==> config.mk <==
export PLATFORM = sky130hd
export DESIGN_NAME = dle_byte_stuffing_deframer
export DESIGN_NICKNAME = d
export VERILOG_FILES = /design/src/design/dle_pkg.sv /design/src/design/dle_cfg_regs.sv /design/src/design/dle_decoder.sv /design/src/design/dle_byte_stuffing_deframer.sv
export SDC_FILE = /design/constraint.sdc
export NUM_CORES = 1
export LEC_CHECK = 0
export ABC_AREA = 0
export BUFFER_PORTS_ARGS = -buffer_cell sky130_fd_sc_hd__buf_2
export CAP_MARGIN = 20
export CORE_ASPECT_RATIO = 1.4
export CORE_MARGIN = 10
export CORE_UTILIZATION = 55
export CTS_CLUSTER_SIZE = 28
export DETAILED_ROUTE_END_ITERATION = 7
export GPL_TIMING_DRIVEN = 0
export PLACE_DENSITY = 0.77
export SLEW_MARGIN = 20
export SYNTH_ARGS = -nofsm -noshare
export SYNTH_HDL_FRONTEND = slang
export SYNTH_HIERARCHICAL = 1
export SYNTH_SLANG_ARGS = --single-unit
export TNS_END_PERCENT = 1
==> constraint.sdc <==
create_clock -name clk -period 2.7 [get_ports clk]
set_input_delay 0.54 -clock clk [delete_from_list [all_inputs] [get_ports clk]]
set_output_delay 0.54 -clock clk [all_outputs]
set_load 0.01 [all_outputs]
==> src/design/dle_pkg.sv <==
// ----------------------------------------------------------------------------
// dle_pkg: shared types and constants for the dle byte-stuffing deframer
// register indexes, reset values, decode phase and status codes
// ----------------------------------------------------------------------------
`default_nettype none

package dle_pkg;

	// register indexes on the configuration port
	localparam int unsigned CFG_ADDR_W = 3;
	localparam logic [CFG_ADDR_W-1:0] REG_HEADER      = 3'd0;
	localparam logic [CFG_ADDR_W-1:0] REG_ESCAPE      = 3'd1;
	localparam logic [CFG_ADDR_W-1:0] REG_FOOTER      = 3'd2;
	localparam logic [CFG_ADDR_W-1:0] REG_PASS_HEADER = 3'd3;
	localparam logic [CFG_ADDR_W-1:0] REG_PASS_FOOTER = 3'd4;

	// register reset values
	localparam logic [7:0] HEADER_RST = 8'd91;
	localparam logic [7:0] ESCAPE_RST = 8'd35;
	localparam logic [7:0] FOOTER_RST = 8'd93;

	// decode phase
	localparam logic [1:0] PHASE_WAIT  = 2'd0;
	localparam logic [1:0] PHASE_FRAME = 2'd1;
	localparam logic [1:0] PHASE_ESC   = 2'd2;

	// result status codes
	localparam logic [1:0] ST_START = 2'd0;
	localparam logic [1:0] ST_BUILD = 2'd1;
	localparam logic [1:0] ST_DONE  = 2'd2;
	localparam logic [1:0] ST_ERROR = 2'd3;

	typedef struct packed {
		logic [7:0] header_byte;
		logic [7:0] escape_byte;
		logic [7:0] footer_byte;
		logic       pass_header;
		logic       pass_footer;
	} cfg_t;

	typedef struct packed {
		logic [1:0] status;
		logic       data_valid;
		logic [7:0] payload_byte;
		logic       frame_end;
	} result_t;

endpackage

`default_nettype wire

==> src/design/dle_cfg_regs.sv <==
// ----------------------------------------------------------------------------
// dle_cfg_regs: configuration register bank
// plain indexed write port, out-of-range indexes are ignored
// ----------------------------------------------------------------------------
`default_nettype none

module dle_cfg_regs (
	input  wire logic                            clk,
	input  wire logic                            arst_n,
	input  wire logic                            cfg_we,
	input  wire logic [dle_pkg::CFG_ADDR_W-1:0]  cfg_addr,
	input  wire logic [7:0]                      cfg_wdata,
	output dle_pkg::cfg_t                        cfg
);

	dle_pkg::cfg_t cfg_q;

	always_ff @(posedge clk or negedge arst_n) begin
		if (!arst_n) begin
			cfg_q.header_byte <= dle_pkg::HEADER_RST;
			cfg_q.escape_byte <= dle_pkg::ESCAPE_RST;
			cfg_q.footer_byte <= dle_pkg::FOOTER_RST;
			cfg_q.pass_header <= 1'b0;
			cfg_q.pass_footer <= 1'b0;
		end else if (cfg_we) begin
			unique case (cfg_addr)
				dle_pkg::REG_HEADER:      cfg_q.header_byte <= cfg_wdata;
				dle_pkg::REG_ESCAPE:      cfg_q.escape_byte <= cfg_wdata;
				dle_pkg::REG_FOOTER:      cfg_q.footer_byte <= cfg_wdata;
				dle_pkg::REG_PASS_HEADER: cfg_q.pass_header <= cfg_wdata[0];
				dle_pkg::REG_PASS_FOOTER: cfg_q.pass_footer <= cfg_wdata[0];
				default: ;
			endcase
		end
	end

	assign cfg = cfg_q;

endmodule

`default_nettype wire

==> src/design/dle_decoder.sv <==
// ----------------------------------------------------------------------------
// dle_decoder: per-byte unstuffing logic and decode phase register
// phase advances only when the decoded result is taken into the output stage
// ----------------------------------------------------------------------------
`default_nettype none

module dle_decoder (
	input  wire logic          clk,
	input  wire logic          arst_n,
	input  wire dle_pkg::cfg_t cfg,
	input  wire logic [7:0]    rx_byte,
	input  wire logic          advance,
	output dle_pkg::result_t   result
);

	logic [1:0] phase_q;
	logic [1:0] phase_d;
	logic [1:0] status;
	logic       valid;
	logic       frame_end;

	always_comb begin
		phase_d   = dle_pkg::PHASE_WAIT;
		status    = dle_pkg::ST_ERROR;
		valid     = 1'b0;
		frame_end = 1'b0;
		unique case (phase_q)
			dle_pkg::PHASE_FRAME: begin
				status = dle_pkg::ST_BUILD;
				// escape test first, so escape wins over footer
				if (rx_byte == cfg.escape_byte) begin
					phase_d = dle_pkg::PHASE_ESC;
				end else if (rx_byte == cfg.footer_byte) begin
					status    = dle_pkg::ST_DONE;
					valid     = cfg.pass_footer;
					frame_end = 1'b1;
					phase_d   = dle_pkg::PHASE_WAIT;
				end else begin
					valid   = 1'b1;
					phase_d = dle_pkg::PHASE_FRAME;
				end
			end
			dle_pkg::PHASE_ESC: begin
				status  = dle_pkg::ST_BUILD;
				valid   = 1'b1;
				phase_d = dle_pkg::PHASE_FRAME;
			end
			default: begin
				// waiting for header, also the unused phase code
				if (rx_byte == cfg.header_byte) begin
					status  = dle_pkg::ST_START;
					valid   = cfg.pass_header;
					phase_d = dle_pkg::PHASE_FRAME;
				end
			end
		endcase
	end

	always_ff @(posedge clk or negedge arst_n) begin
		if (!arst_n) begin
			phase_q <= dle_pkg::PHASE_WAIT;
		end else if (advance) begin
			phase_q <= phase_d;
		end
	end

	assign result.status       = status;
	assign result.data_valid   = valid;
	assign result.payload_byte = valid ? rx_byte : 8'd0;
	assign result.frame_end    = frame_end;

endmodule

`default_nettype wire

==> src/design/dle_byte_stuffing_deframer.sv <==
// ----------------------------------------------------------------------------
// dle_byte_stuffing_deframer: removes header/escape/footer framing from a byte stream
// path: a transferred byte passes the input register, then the result register to the master side
// throughput: one byte per cycle while m_tready does not hold back the result stage, set by
//   the single decode step between the input register and the result register
// reset: arst_n clears both stage valids, the decode phase (waiting for header)
//   and the registers to their defaults
// ----------------------------------------------------------------------------
`default_nettype none

module dle_byte_stuffing_deframer (
	input  wire logic                           clk,
	input  wire logic                           arst_n,

	// configuration write port
	input  wire logic                           cfg_we,
	input  wire logic [dle_pkg::CFG_ADDR_W-1:0] cfg_addr,
	input  wire logic [7:0]                     cfg_wdata,

	// slave side: raw stuffed bytes
	input  wire logic                           s_tvalid,
	output logic                                s_tready,
	input  wire logic [7:0]                     s_tdata,   // [7:0] rx_byte

	// master side: one result per received byte
	output logic                                m_tvalid,
	input  wire logic                           m_tready,
	output logic [7:0]                          m_tdata,   // [7:0] payload_byte
	output logic [2:0]                          m_tuser,   // [1:0] status, [2] data_valid
	output logic                                m_tlast    // frame_end
);

	dle_pkg::cfg_t    cfg;
	dle_pkg::result_t result;

	// input stage
	logic       vld_s1;
	logic [7:0] byte_s1;

	// result stage
	logic             vld_s2;
	dle_pkg::result_t res_s2;

	logic out_free;
	logic advance;

	dle_cfg_regs u_cfg (
		.clk       (clk),
		.arst_n    (arst_n),
		.cfg_we    (cfg_we),
		.cfg_addr  (cfg_addr),
		.cfg_wdata (cfg_wdata),
		.cfg       (cfg)
	);

	// result stage can load when empty or being drained this cycle
	assign out_free = !vld_s2 || m_tready;
	// input byte is decoded and moved to the result stage
	assign advance  = vld_s1 && out_free;
	// input stage takes a new byte when empty or moving on
	assign s_tready = !vld_s1 || out_free;

	always_ff @(posedge clk or negedge arst_n) begin
		if (!arst_n) begin
			vld_s1 <= 1'b0;
		end else if (s_tready) begin
			vld_s1 <= s_tvalid;
		end
	end

	// payload register, no reset needed
	always_ff @(posedge clk) begin
		if (s_tready && s_tvalid) begin
			byte_s1 <= s_tdata;
		end
	end

	dle_decoder u_dec (
		.clk     (clk),
		.arst_n  (arst_n),
		.cfg     (cfg),
		.rx_byte (byte_s1),
		.advance (advance),
		.result  (result)
	);

	always_ff @(posedge clk or negedge arst_n) begin
		if (!arst_n) begin
			vld_s2 <= 1'b0;
		end else if (out_free) begin
			vld_s2 <= vld_s1;
		end
	end

	always_ff @(posedge clk) begin
		if (advance) begin
			res_s2 <= result;
		end
	end

	assign m_tvalid = vld_s2;
	assign m_tdata  = res_s2.payload_byte;
	assign m_tuser  = {res_s2.data_valid, res_s2.status};
	assign m_tlast  = res_s2.frame_end;

endmodule

`default_nettype wire

==> metrics.txt <==
Post-Synthesis Cell Area 2360 µm²; syn avg cell area 14.9 µm²; Synth-to-Final Area Change 14.9%; Clock Path Buffers 2; number of synthesized register bits 50; clock skew 12.1 ps; CP required 2750 ps; Achievable Freq 496 MHz; Global Route Usage Sum 12.7%; Vias/cell 5.65; worst-skew pair later-pin latency 290 ps; Fin Hold WS 273 ps; placed insts 240; Min-Delay Path Class input pin to async pin; first-pass GRT wire length 7290 µm; WS Path Type flip-flop to flip-flop; Top delay family on crit path simple AND/OR/NAND/NOR gates; commonest non-fill, non-tap cell in the layout buf_2; commonest non-fill, non-tap cells in the layout buf_2 (39), mux2_2 (26), edfxtp_1 (20); Die Wd 75.3 µm; Fin. Hold Viols 0; Slew Viols, Final 0; number of synthesis warnings 6; Core ar. 4200 µm²; Gate power share 21.7%; Finished Layout Cells 248; fin util 64.5%; Final Wtd Congestion 0.879; Period minus WS final 2020 ps; post-CTS sizing 0; grt ovf 0; Rows 28; crit path launch type flip-flop; Synth cell types 38; sequential fraction of design power 52.5%; switch share 27.3%; Total Negative Setup Slacks 0 ps; Final ANT Viol Nets 0; initial antenna violation count 0; RSZ-0062 raised after global routing false; Max-Cap Viols 0; Hold Buf Count CTS 0; Clock Pin Slew Worst Setup and Hold Paths 90 ps; register area share after synthesis 58.0%; number of diodes 0; CP cell instances xor2_1 > nor4_4 > nand4b_2 > a21oi_4 > nand2_1 > buf_4; WL/cell 18.5 µm; Largest stage delay, worst path 470 ps; I/O pin cnt 38; Tot Pwr 1.98 mW; final setup fails 0; vias in the first global route 1536; CTS tree built; switching power 0.543 mW; CP Max Fanout 9; number of I/O port buffers 37; crit share post-route 74.7%; Slew @ Worst Pin 782 ps; VDD IR max 0.000491 V; Mapped Cells 158; drt drc 0; CP max stage cell edfxtp_1; Multi-input gate area 947 µm²; sequential cell area 1370 µm²; H-tree depth 2; largest net degree at the start of global routing 31; DP HPWL 3480 µm; internal power 1.44 mW; drt first pass iters 4; CTS root buf clkbuf_8; chip height 97.5 µm; DR iter-0 viols 118; Max-slew headroom 47.6%; Worst setup EP type flip-flop; Clk pwr share 25.8%; Initial Util 56.1%; Leak 1.12 nW; post-CTS repair timing setup buffer count 0; filler instances 298; WP buf/inv 1; DIE AREA 7340 µm²; clock sinks 50; Mapped Nets 184; status complete, no violations; layout net count 228; PwrDens 732 nW/µm²; Vias 1400; layout cells sized above 1 49.8%; DRT Wirelength 4580 µm; Worst EP arrival 2070 ps; total CTS buffers 5
==> cells by family after synthesis <==
family	count (synthesis)	share of synthesized area [%]
muxes	26	12.4
AOI/OAI and AO/OA	19	6.10
adders and majority gates	2	1.06
and+or+nand+nor	31	12.8
DFF	50	58.0
buffers and inverters	9	1.86
xor gates and xnor gates	21	7.80
==> per-layer routing <==
layer / part of all wire (%) / track usage [%] / up-vias
li1: - / - / 659
met1: 40 / 14.6 / 696
met2: 55 / 22.0 / 41
met3: 3.9 / 3.17 / 4
met4: 1.0 / 3.73 / 0
met5: 0 / 0 / -
==> stage by stage <==
| stage | cell area, µm² | setup WS [ps] |
|---|---|---|
| after floorplan | 2360 | 904 |
| after global placement | 2600 | 758 |
| after detailed placement | 2600 | 721 |
| after CTS | 2710 | 689 |
| after global routing | 2710 | 614 |
| final | 2710 | 683 |
==> worst register-to-register path, delay by kind of cell (launching register included) <==
kind | cells | cell delay [ps]
buffers and inverters | 1 | 130
XOR/XNOR | 1 | 220
AND/OR/NAND/NOR | 3 | 640
flip-flops | 1 | 470
AO/OA/AOI/OAI | 1 | 320
==> worst paths after layout <==
path | startpoint | to | slack [ps] | cells past startpoint
worst min register to register | u_cfg/cfg[0] | u_cfg/cfg[0] | 530 | 1
min in group clk | s_tdata[4] | byte_s1[4] | 420 | 1
max in group asynchronous | arst_n | u_cfg/cfg[23] | 1980 | 1
worst max register to register | byte_s1[0] | m_tuser[2] | 680 | 6
worst min-delay path | arst_n | u_cfg/cfg[0] | 270 | 1
worst max-delay path | byte_s1[0] | m_tuser[2] | 680 | 6
==> final cells by class <==
type	count	area share [%]
Sequential cell	50	50.5
Multi-Input combinational cell	99	34.9
Timing Repair Buffer	37	6.83
Clock buffer	6	2.68
Tap cell	45	2.08
Clock inverter	2	1.39
Buffer	4	0.923
Inverter	5	0.693
==> flip-flops by register name, indices dropped and copies added, names as in the netlist <==
register       cells
u_cfg/cfg         26
byte_s1            8
m_tdata            8
m_tuser            3
u_dec/phase_q      2
m_tlast            1
m_tvalid           1
vld_s1             1
==> power by group through the flow <==
| stage | sequential, mW | combinational [mW] | clock, mW |
|---|---|---|---|
| 2_1_floorplan | 1.05 | 0.304 | 0 |
| 3_3_place_gp | 1.05 | 0.416 | 0 |
| 3_5_place_dp | 1.06 | 0.431 | 0 |
| 4_1_cts | 1.04 | 0.434 | 0.526 |
| 5_1_grt | 1.06 | 0.469 | 0.553 |
| 6_report | 1.04 | 0.431 | 0.512 |
==> synth_stat cells, drive strengths merged <==
cell type | count | area (µm²)
a222oi | 1 | 10.0
nand2b | 4 | 25.0
nor4b | 1 | 23.8
dfrtp | 17 | 425
o21a | 1 | 7.51
nand3 | 3 | 20.0
o21ai | 2 | 10.0
ha | 2 | 25.0
a21boi | 7 | 52.6
xnor2 | 5 | 43.8
and3 | 2 | 12.5
a221oi | 1 | 8.76
nand4 | 1 | 6.26
nand4b | 2 | 23.8
o22ai | 1 | 6.26
and2 | 2 | 15.0
nand3b | 1 | 20.0
nor4 | 4 | 85.1
xor2 | 16 | 140
nand2 | 4 | 15.0
buf | 4 | 25.0
nor4bb | 1 | 10.0
o31a | 1 | 8.76
mux2 | 26 | 293
inv | 5 | 18.8
dfstp | 13 | 342
and4bb | 2 | 25.0
nor2b | 1 | 6.26
nor2 | 3 | 13.8
a21oi | 5 | 40.0
edfxtp | 20 | 601
No activity file was read; power rests on OpenSTA's default activity.
